==> config.mk <==
export PLATFORM = sky130hd
export DESIGN_NAME = periodic_timer_table_top
export DESIGN_NICKNAME = d
export VERILOG_FILES = /design/src/rtl/ptt_pkg.sv /design/src/rtl/periodic_timer_table_top.sv /design/src/rtl/ptt_ram.sv
export SDC_FILE = /design/constraint.sdc
export NUM_CORES = 2
export LEC_CHECK = 0
export BUFFER_PORTS_ARGS = -buffer_cell sky130_fd_sc_hd__buf_4
export CAP_MARGIN = 20
export CORE_ASPECT_RATIO = 1.5
export CORE_MARGIN = 1.5
export CORE_UTILIZATION = 50
export DETAILED_ROUTE_END_ITERATION = 16
export PLACE_DENSITY = 0.64
export REMOVE_ABC_BUFFERS = 1
export SYNTH_ARGS = -nofsm -noshare
export SYNTH_HDL_FRONTEND = slang
export SYNTH_SLANG_ARGS = --single-unit
==> constraint.sdc <==
create_clock -name clock -period 8.4 [get_ports clock]
set_input_delay 1.68 -clock clock [delete_from_list [all_inputs] [get_ports clock]]
set_output_delay 1.68 -clock clock [all_outputs]
set_load 0.02 [all_outputs]
==> src/rtl/ptt_pkg.sv <==
// ptt_pkg: types, codes and constants shared by the periodic timer table
// and its port checker. No dependencies.
package ptt_pkg;

   localparam int NUM_TIMERS_DEFAULT = 16;
   localparam int TIME_W = 48;
   localparam int ID_W = 32;
   localparam int IVAL_W = 32;

   localparam logic [TIME_W-1:0] NO_TIMER_WAIT = 48'hFFFF_FFFF_FFFF;

   // request codes
   localparam logic [1:0] REQ_ADD = 2'd0;
   localparam logic [1:0] REQ_DELETE = 2'd1;
   localparam logic [1:0] REQ_TICK = 2'd2;
   localparam logic [1:0] REQ_QUERY = 2'd3;

   // result kinds
   localparam logic [2:0] KIND_ADD = 3'd0;
   localparam logic [2:0] KIND_DELETE = 3'd1;
   localparam logic [2:0] KIND_FIRED = 3'd2;
   localparam logic [2:0] KIND_WAIT = 3'd3;
   localparam logic [2:0] KIND_TICK_END = 3'd4;

   typedef struct packed {
      logic [1:0]        req_type;
      logic [TIME_W-1:0] now_ms;
      logic [IVAL_W-1:0] interval_ms;
      logic [ID_W-1:0]   timer_id;
   } ptt_request_type;

   typedef struct packed {
      logic [2:0]        result_kind;
      logic [ID_W-1:0]   result_id;
      logic [TIME_W-1:0] wait_ms;
      logic              last;
   } ptt_response_type;

   // one timer slot as held in the slot memory
   typedef struct packed {
      logic [ID_W-1:0]   id;
      logic [IVAL_W-1:0] interval;
      logic [TIME_W-1:0] last_fire;
   } ptt_slot_type;

endpackage

==> src/rtl/periodic_timer_table_top.sv <==
// periodic_timer_table_top: table of periodic timers with add, delete, tick and
// query requests. Depends on ptt_pkg and ptt_ram.
//
// A request is taken at a clock edge where start is high and busy is low; busy
// then stays high until the final result of that request has been put out.
// Results appear on rsp_data for exactly one cycle each, flagged by rsp_strobe,
// and the receiver must take them as they come. Add, delete and query sweep the
// slot memory once with a single read port feeding a three-stage compare
// pipeline; an add with a zero interval is answered without a sweep. A tick
// runs one sweep per fired timer plus one closing sweep, each sweep picking
// the lowest outstanding id. Slot contents are held in a RAM without reset;
// only the valid and fire bits are flops, so no clearing pass is needed after
// reset.
module periodic_timer_table_top import ptt_pkg::*; #(
   parameter int NUM_TIMERS = NUM_TIMERS_DEFAULT
) (
   input  logic             clock,
   input  logic             reset,
   input  logic             start,
   output logic             busy,
   input  ptt_request_type  req_data,
   output logic             rsp_strobe,
   output ptt_response_type rsp_data
);

   localparam int IW = (NUM_TIMERS > 1) ? $clog2(NUM_TIMERS) : 1;
   localparam int CW = $clog2(NUM_TIMERS + 1);
   localparam int SLOT_W = $bits(ptt_slot_type);

   // sequencer states
   localparam logic [1:0] ST_IDLE = 2'd0;
   localparam logic [1:0] ST_SCAN = 2'd1;
   localparam logic [1:0] ST_FIN = 2'd2;

   // control state
   logic [1:0]            state_ff, state_in;
   logic [CW-1:0]         cnt_ff, cnt_in;
   logic                  mark_ff, mark_in;
   logic                  p1_v_ff, p1_v_in;
   logic                  p2_v_ff, p3_v_ff;
   logic [NUM_TIMERS-1:0] valid_ff, valid_in;
   logic [NUM_TIMERS-1:0] fire_ff, fire_in;
   logic [ID_W-1:0]       id_counter_ff, id_counter_in;
   logic                  match_found_ff, match_found_in;
   logic                  free_found_ff, free_found_in;
   logic                  best_found_ff, best_found_in;
   logic                  rsp_strobe_ff, rsp_strobe_in;

   // latched request
   logic [1:0]        op_ff, op_in;
   logic [TIME_W-1:0] now_ff, now_in;
   logic [IVAL_W-1:0] iv_ff, iv_in;
   logic [ID_W-1:0]   key_ff, key_in;

   // sweep accumulators
   logic [IW-1:0]     match_idx_ff, match_idx_in;
   logic [IW-1:0]     free_idx_ff, free_idx_in;
   logic [IW-1:0]     best_idx_ff, best_idx_in;
   logic [ID_W-1:0]   best_id_ff, best_id_in;
   logic [IVAL_W-1:0] best_iv_ff, best_iv_in;
   logic [TIME_W-1:0] best_wait_ff, best_wait_in;

   ptt_response_type rsp_data_ff, rsp_data_in;

   // compare pipeline
   logic [IW-1:0]     p1_idx_ff, p2_idx_ff, p3_idx_ff;
   logic [TIME_W-1:0] p2_ahead_ff, p2_back_ff;
   logic              p2_borrow_ff, p2_eq_ff;
   logic [ID_W-1:0]   p2_id_ff, p3_id_ff;
   logic [IVAL_W-1:0] p2_iv_ff, p3_iv_ff;
   logic [TIME_W-1:0] p3_wait_ff;
   logic              p3_due_ff, p3_eq_ff;

   // memory ports
   logic          wr_en;
   logic [IW-1:0] wr_addr;
   ptt_slot_type  wr_slot;
   ptt_slot_type  rd_slot;
   logic [SLOT_W-1:0] rd_bits;

   ptt_ram #(
      .WIDTH (SLOT_W),
      .DEPTH (NUM_TIMERS)
   ) u_slot_ram (
      .clock   (clock),
      .wr_en   (wr_en),
      .wr_addr (wr_addr),
      .wr_data (wr_slot),
      .rd_addr (cnt_ff[IW-1:0]),
      .rd_data (rd_bits)
   );

   assign rd_slot = ptt_slot_type'(rd_bits);

   // stage 1: elapsed time both ways and id match, from the memory read
   logic [TIME_W:0] diff1;
   logic [TIME_W-1:0] back1;
   logic eq1;

   assign diff1 = {1'b0, now_ff} - {1'b0, rd_slot.last_fire};
   assign back1 = rd_slot.last_fire - now_ff;
   assign eq1 = (rd_slot.id == key_ff);

   // stage 2: due flag and remaining wait
   logic              due2;
   logic [TIME_W-1:0] fwd_wait2, bwd_wait2, wait2;
   logic [TIME_W:0]   sum2;
   logic [IVAL_W-1:0] rem2;

   always_comb begin
      due2 = !p2_borrow_ff && (p2_ahead_ff >= {{(TIME_W-IVAL_W){1'b0}}, p2_iv_ff});
      rem2 = p2_iv_ff - p2_ahead_ff[IVAL_W-1:0];
      fwd_wait2 = due2 ? '0 : {{(TIME_W-IVAL_W){1'b0}}, rem2};
      // time went backwards: interval plus the gap, saturated
      sum2 = {1'b0, p2_back_ff} + {{(TIME_W-IVAL_W+1){1'b0}}, p2_iv_ff};
      bwd_wait2 = sum2[TIME_W] ? NO_TIMER_WAIT : sum2[TIME_W-1:0];
      wait2 = p2_borrow_ff ? bwd_wait2 : fwd_wait2;
   end

   always_ff @(posedge clock) begin
      p1_idx_ff <= cnt_ff[IW-1:0];
      p2_idx_ff <= p1_idx_ff;
      p2_ahead_ff <= diff1[TIME_W-1:0];
      p2_back_ff <= back1;
      p2_borrow_ff <= diff1[TIME_W];
      p2_eq_ff <= eq1;
      p2_id_ff <= rd_slot.id;
      p2_iv_ff <= rd_slot.interval;
      p3_idx_ff <= p2_idx_ff;
      p3_wait_ff <= wait2;
      p3_due_ff <= due2;
      p3_eq_ff <= p2_eq_ff;
      p3_id_ff <= p2_id_ff;
      p3_iv_ff <= p2_iv_ff;
   end

   // sequencer
   logic          p3_slot_valid;
   logic          cand;
   logic [ID_W-1:0] next_id;
   logic [IW-1:0] pick;

   assign p3_slot_valid = valid_ff[p3_idx_ff];
   // id counter wraps and skips zero
   assign next_id = (id_counter_ff == '1) ? ID_W'(1) : id_counter_ff + ID_W'(1);

   always_comb begin
      state_in = state_ff;
      cnt_in = cnt_ff;
      mark_in = mark_ff;
      p1_v_in = 1'b0;
      valid_in = valid_ff;
      fire_in = fire_ff;
      id_counter_in = id_counter_ff;
      match_found_in = match_found_ff;
      free_found_in = free_found_ff;
      best_found_in = best_found_ff;
      op_in = op_ff;
      now_in = now_ff;
      iv_in = iv_ff;
      key_in = key_ff;
      match_idx_in = match_idx_ff;
      free_idx_in = free_idx_ff;
      best_idx_in = best_idx_ff;
      best_id_in = best_id_ff;
      best_iv_in = best_iv_ff;
      best_wait_in = best_wait_ff;
      rsp_strobe_in = 1'b0;
      rsp_data_in = '0;
      wr_en = 1'b0;
      wr_addr = best_idx_ff;
      wr_slot.id = best_id_ff;
      wr_slot.interval = best_iv_ff;
      wr_slot.last_fire = now_ff;
      cand = 1'b0;
      pick = match_found_ff ? match_idx_ff : free_idx_ff;

      unique case (state_ff)
         ST_IDLE: begin
            if (start) begin
               op_in = req_data.req_type;
               now_in = req_data.now_ms;
               iv_in = req_data.interval_ms;
               key_in = (req_data.req_type == REQ_ADD) ? next_id : req_data.timer_id;
               cnt_in = '0;
               mark_in = 1'b1;
               match_found_in = 1'b0;
               free_found_in = 1'b0;
               best_found_in = 1'b0;
               best_wait_in = NO_TIMER_WAIT;
               // a zero-interval add is rejected without a sweep
               if (req_data.req_type == REQ_ADD && req_data.interval_ms == '0) begin
                  state_in = ST_FIN;
               end else begin
                  state_in = ST_SCAN;
               end
            end
         end

         ST_SCAN: begin
            // issue one slot read per cycle
            if (cnt_ff != CW'(NUM_TIMERS)) begin
               p1_v_in = 1'b1;
               cnt_in = cnt_ff + CW'(1);
            end else if (!p1_v_ff && !p2_v_ff && !p3_v_ff) begin
               state_in = ST_FIN;
            end

            // fold in the slot leaving the pipeline
            if (p3_v_ff) begin
               unique case (op_ff)
                  REQ_ADD: begin
                     if (p3_slot_valid && p3_eq_ff && !match_found_ff) begin
                        match_found_in = 1'b1;
                        match_idx_in = p3_idx_ff;
                     end
                     if (!p3_slot_valid && !free_found_ff) begin
                        free_found_in = 1'b1;
                        free_idx_in = p3_idx_ff;
                     end
                  end
                  REQ_DELETE: begin
                     if (p3_slot_valid && p3_eq_ff) begin
                        valid_in[p3_idx_ff] = 1'b0;
                     end
                  end
                  REQ_TICK: begin
                     // first sweep marks due timers, later sweeps pick among marks
                     if (mark_ff) begin
                        cand = p3_slot_valid && p3_due_ff;
                        fire_in[p3_idx_ff] = cand;
                     end else begin
                        cand = fire_ff[p3_idx_ff];
                     end
                     if (cand && (!best_found_ff || p3_id_ff < best_id_ff)) begin
                        best_found_in = 1'b1;
                        best_idx_in = p3_idx_ff;
                        best_id_in = p3_id_ff;
                        best_iv_in = p3_iv_ff;
                     end
                  end
                  REQ_QUERY: begin
                     if (p3_slot_valid && p3_wait_ff < best_wait_ff) begin
                        best_wait_in = p3_wait_ff;
                     end
                  end
                  default: begin
                  end
               endcase
            end
         end

         ST_FIN: begin
            rsp_strobe_in = 1'b1;
            rsp_data_in.last = 1'b1;
            state_in = ST_IDLE;
            unique case (op_ff)
               REQ_ADD: begin
                  rsp_data_in.result_kind = KIND_ADD;
                  if (iv_ff != '0 && (match_found_ff || free_found_ff)) begin
                     // reuse a live slot holding the new id, else lowest free slot
                     wr_en = 1'b1;
                     wr_addr = pick;
                     wr_slot.id = key_ff;
                     wr_slot.interval = iv_ff;
                     valid_in[pick] = 1'b1;
                     id_counter_in = key_ff;
                     rsp_data_in.result_id = key_ff;
                  end
               end
               REQ_DELETE: begin
                  rsp_data_in.result_kind = KIND_DELETE;
               end
               REQ_TICK: begin
                  if (best_found_ff) begin
                     // fire the lowest id, restamp it, then sweep again
                     wr_en = 1'b1;
                     fire_in[best_idx_ff] = 1'b0;
                     rsp_data_in.result_kind = KIND_FIRED;
                     rsp_data_in.result_id = best_id_ff;
                     rsp_data_in.last = 1'b0;
                     state_in = ST_SCAN;
                     cnt_in = '0;
                     mark_in = 1'b0;
                     best_found_in = 1'b0;
                  end else begin
                     rsp_data_in.result_kind = KIND_TICK_END;
                  end
               end
               REQ_QUERY: begin
                  rsp_data_in.result_kind = KIND_WAIT;
                  rsp_data_in.wait_ms = best_wait_ff;
               end
               default: begin
               end
            endcase
         end

         default: begin
            state_in = ST_IDLE;
         end
      endcase
   end

   // control registers
   always_ff @(posedge clock) begin
      if (reset) begin
         state_ff <= ST_IDLE;
         cnt_ff <= '0;
         mark_ff <= 1'b0;
         p1_v_ff <= 1'b0;
         p2_v_ff <= 1'b0;
         p3_v_ff <= 1'b0;
         valid_ff <= '0;
         fire_ff <= '0;
         id_counter_ff <= '0;
         match_found_ff <= 1'b0;
         free_found_ff <= 1'b0;
         best_found_ff <= 1'b0;
         rsp_strobe_ff <= 1'b0;
      end else begin
         state_ff <= state_in;
         cnt_ff <= cnt_in;
         mark_ff <= mark_in;
         p1_v_ff <= p1_v_in;
         p2_v_ff <= p1_v_ff;
         p3_v_ff <= p2_v_ff;
         valid_ff <= valid_in;
         fire_ff <= fire_in;
         id_counter_ff <= id_counter_in;
         match_found_ff <= match_found_in;
         free_found_ff <= free_found_in;
         best_found_ff <= best_found_in;
         rsp_strobe_ff <= rsp_strobe_in;
      end
   end

   // payload registers
   always_ff @(posedge clock) begin
      op_ff <= op_in;
      now_ff <= now_in;
      iv_ff <= iv_in;
      key_ff <= key_in;
      match_idx_ff <= match_idx_in;
      free_idx_ff <= free_idx_in;
      best_idx_ff <= best_idx_in;
      best_id_ff <= best_id_in;
      best_iv_ff <= best_iv_in;
      best_wait_ff <= best_wait_in;
      rsp_data_ff <= rsp_data_in;
   end

   assign busy = (state_ff != ST_IDLE);
   assign rsp_strobe = rsp_strobe_ff;
   assign rsp_data = rsp_data_ff;

endmodule

==> src/rtl/ptt_ram.sv <==
// ptt_ram: generic simple dual-port RAM, one write port, one registered read port.
// No dependencies.
module ptt_ram #(
   parameter int WIDTH = 8,
   parameter int DEPTH = 16,
   localparam int AW = (DEPTH > 1) ? $clog2(DEPTH) : 1
) (
   input  logic             clock,
   input  logic             wr_en,
   input  logic [AW-1:0]    wr_addr,
   input  logic [WIDTH-1:0] wr_data,
   input  logic [AW-1:0]    rd_addr,
   output logic [WIDTH-1:0] rd_data
);

   logic [WIDTH-1:0] mem_ff [DEPTH];
   logic [WIDTH-1:0] rd_data_ff;

   always_ff @(posedge clock) begin
      if (wr_en) begin
         mem_ff[wr_addr] <= wr_data;
      end
      rd_data_ff <= mem_ff[rd_addr];
   end

   assign rd_data = rd_data_ff;

endmodule

==> summary.md <==
| Metric | Value |
|---|---|
| DIE WIDTH | 373.3 um |
| Final hold violations | 0 |
| CTS Hold Bufs | 0 |
| Leading area contributor after synthesis | edfxtp_1 |
| Initial Util | 0.5036 |
| Clock tree root driver cell | clkbuf_16 |
| Clk slew on worst S/H paths | 70 ps |
| Worst vdd ir | about 0.18 mV |
| Max layer used | met5 |
| Top delay family on crit path | buffers and inverters |
| Pwr Total | 0.03025 W |
| Total gr overflow | 0 |
| Slowest-stage cell, CP | buf_4 |
| Lkg Pwr | 39.70 nW |
| Maximum clock frequency | 0.2102 GHz |
| WS Path Type | reg2reg |
| Nets | 6747 |
| Register area share after synthesis | 0.7021 |
| Die Y | 558.5 um |
| Post-synth ARST share | 0 |
| Initial antenna violation count | 6 |
| Crit path DAT | about 5200 ps |
| Vias/cell | 5.995 |
| Fill cells | between 15000 and 20000 |
| DRT Wirelength | 263700 um |
| Multi-input logic area | roughly 29000 um2 |
| Mapped Cells | about 6100 |
| Synth top area share | 0.5927 |
| DR pass1 iterations | 5 |
| Routed Antenna Nets | 0 |
| Fraction of layout cells with a size suffix above 1 | 0.2002 |
| Initial DRC Count | 5217 |
| Worst-Skew Late Latency | 910 ps |
| CP max FO | 43 |
| Total die area | ~210000 um2 |
| GPL Wtd Cong | 0.9035 |
| Largest net degree at the start of global routing | 133 |
| CTS H-tree depth | 4 |
| CTS Buf Count | 234 |
| Avg Inst Size Synth | 16.88 um2 |
| # port buffers | 202 |
| Hold Worst Slack | 320.3 ps |
| Min-Delay Path Class | reg2reg |
| FF/Latch Area | 72230 um2 |
| Number of synthesized flops with an enable pin | just over 2000 |
| Synth Register Bits | 2592 |
| Count leader, synth | edfxtp_1 |
| Critical path buffers and inverters | 4 |
| Clock Skew | 70.22 ps |
| Max-Cap Viols | 0 |
| Fin. max-slew vios | 0 |
| Max-slew headroom | 0.1792 |
| DR DRC count | 0 |
| Final worst-path cycle share | 0.5664 |
| Crit path top cell by count | buf_4 |
| Yosys cell types | 78 |
| Clock sinks | ~2600 |
| Yosys warns | 0 |
| Critical Path End Type | register |
| RSZ-0062 raised after global routing | false |
| Startpoint Class | register |
| Crit-path max cell delay | 860 ps |
| Crit path required time | 8870 ps |
| First-pass GRT wire length | 383100 um |
| Via count of the first global-routing pass | 55685 |
| Synthesis-to-layout area growth | 12.65% |
| Crit-path cells | nor4_1, nand4_1, o221a_2, buf_4, nand2_2, buf_4, mux2i_1, inv_1, nor2_4, buf_4 |
| CTS tree | done |
| Global Route Usage Sum | 0.2519 |
| Synth Flop Type | edfxtp_1 |
| Cell Area, Synth | 102800 um2 |
| Ports | ~200 |
| Least-Margin Pin Slew | between 1000 and 1500 ps |
| Fin crit period | 4757 ps |
| Row Count | 203 |
| Met3 routed wirelength | about 14000 um |
| Most frequent cells after synthesis | edfxtp_1 (2030), mux4_2 (570), dfxtp_1 (562), nand2_1 (358), inv_1 (294) |
| Deepest clock path buffer count | 4 |
| Post-CTS sizing | 0 |
| Post CTS Setup Buffer Count | 0 |
| Core area | between 200000 and 250000 um2 |
| Largest cells by area after synthesis | edfxtp_1 (59%), mux4_2 (12%), dfxtp_1 (11%) |
| WL met1 | 110300 um |
| DR WL met2 | around 130000 um |
| Power per Cell Area | approximately 260 nW/um2 |
| Final setup violation count | 0 |
| DR vias | 55235 |
| Run status | finished, final reports clean |
| Detailed Place HPWL | approximately 160000 um |
| WL/cell | 28.62 um |
## cell families after synthesis
family / Yosys count / share of synthesized area
multiplexers: 574 / 0.1252
adder cells (fa/ha/maj): 275 / 0.03375
buffers and inverters: 574 / 0.02105
XOR/XNOR: 208 / 0.01771
AO/OA/AOI/OAI: 922 / 0.05628
flip-flops: 2592 / 0.7021
AND/OR/NAND/NOR: 947 / 0.04385
## per-stage QoR
stage                     instance area (um2)  setup WS (ps)  instances  setup TNS [ps]    util
after floorplan                        101800         -11420       5813        -1614110       -
after global placement                 107800           3524       8783               0  0.5280
after detailed placement               107800           3598       8784               0  0.5280
after CTS                              115800           3548       9212               0  0.5673
after global routing                   115900           3389       9213               0  0.5673
final                                  115900           3643       9214               0  0.5673
## flip-flops by register name (all words and copies together), names as in the netlist, 16 cells and up
name                cells
u_slot_ram.mem_ff    1792
best_id_ff             32
p2_back_ff             48
rsp_data               84
valid_ff               16
p2_id_ff               32
p3_id_ff               32
fire_ff                16
id_counter_ff          32
p3_wait_ff             48
p2_ahead_ff            47
iv_ff                  32
key_ff                 32
p2_iv_ff               32
best_wait_ff           48
u_slot_ram.rd_data    112
now_ff                 48
p3_iv_ff               32
best_iv_ff             32
## cell type report
type / instances / area share
inverters: 295 / 0.009558
diodes: 2 / 0.00004320
multi-input cells: 2926 / 0.2470
clock inverters: 134 / 0.01348
well taps: 2665 / 0.02878
clock buffers: 294 / 0.05574
flip-flops and latches: 2592 / 0.6234
repair buffers: 306 / 0.02199
## report_power, final
part | leakage [nW] | total (W) | internal (W) | switching, W
Combinational | 12.8 | 0.00418 | 0.00178 | 0.00240
Clock | 3.91 | 0.0111 | 0.00636 | 0.00476
Sequential | 23.0 | 0.0149 | 0.0144 | 0.000577
Total | 39.7 | 0.0302 | 0.0225 | 0.00774
## worst paths after layout
check	to	from	cells past startpoint	slack, ps
worst min-delay path	p2_idx_ff[2]$_DFF_P_	p1_idx_ff[2]$_DFF_P_	0	320
worst max-delay path	u_slot_ram.mem_ff[8][37]$_DFFE_PP_	iv_ff[25]$_DFFE_PP_	10	3640
worst max register to register	u_slot_ram.mem_ff[8][37]$_DFFE_PP_	iv_ff[25]$_DFFE_PP_	10	3640
worst min register to register	p2_idx_ff[2]$_DFF_P_	p1_idx_ff[2]$_DFF_P_	0	320
## cells in the final DEF (no fill, tap or decap), types with 13 or more instances in the layout
cell	count
a211oi_1	37
a21o_1	132
a21oi_1	259
a22oi_1	33
a31oi_1	29
and2_1	13
and3_1	18
buf_12	20
buf_4	286
bufinv_16	29
clkbuf_1	25
clkbuf_16	239
clkbuf_8	26
clkinv_1	25
clkinv_2	39
clkinvlp_4	19
dfxtp_1	557
edfxtp_1	2030
ha_1	271
inv_1	294
mux4_2	570
nand2_1	356
nand2b_1	80
nand3_1	47
nand4_1	53
nor2_1	156
nor2b_1	37
nor3_1	85
nor4_1	30
o21a_1	17
o21ai_0	241
o21bai_1	27
o31ai_1	33
or3_1	18
xnor2_1	103
xor2_1	105
## metal layers
| metal | vias to the layer above | track usage |
|---|---|---|
| met3 | 369 | 0.03284 |
| met2 | 1705 | 0.4292 |
| li1 | 24128 | - |
| met1 | 29031 | 0.3439 |
| met5 | - | 0 |
| met4 | 2 | 0.06603 |
No activity file was read; power rests on OpenSTA's default activity.
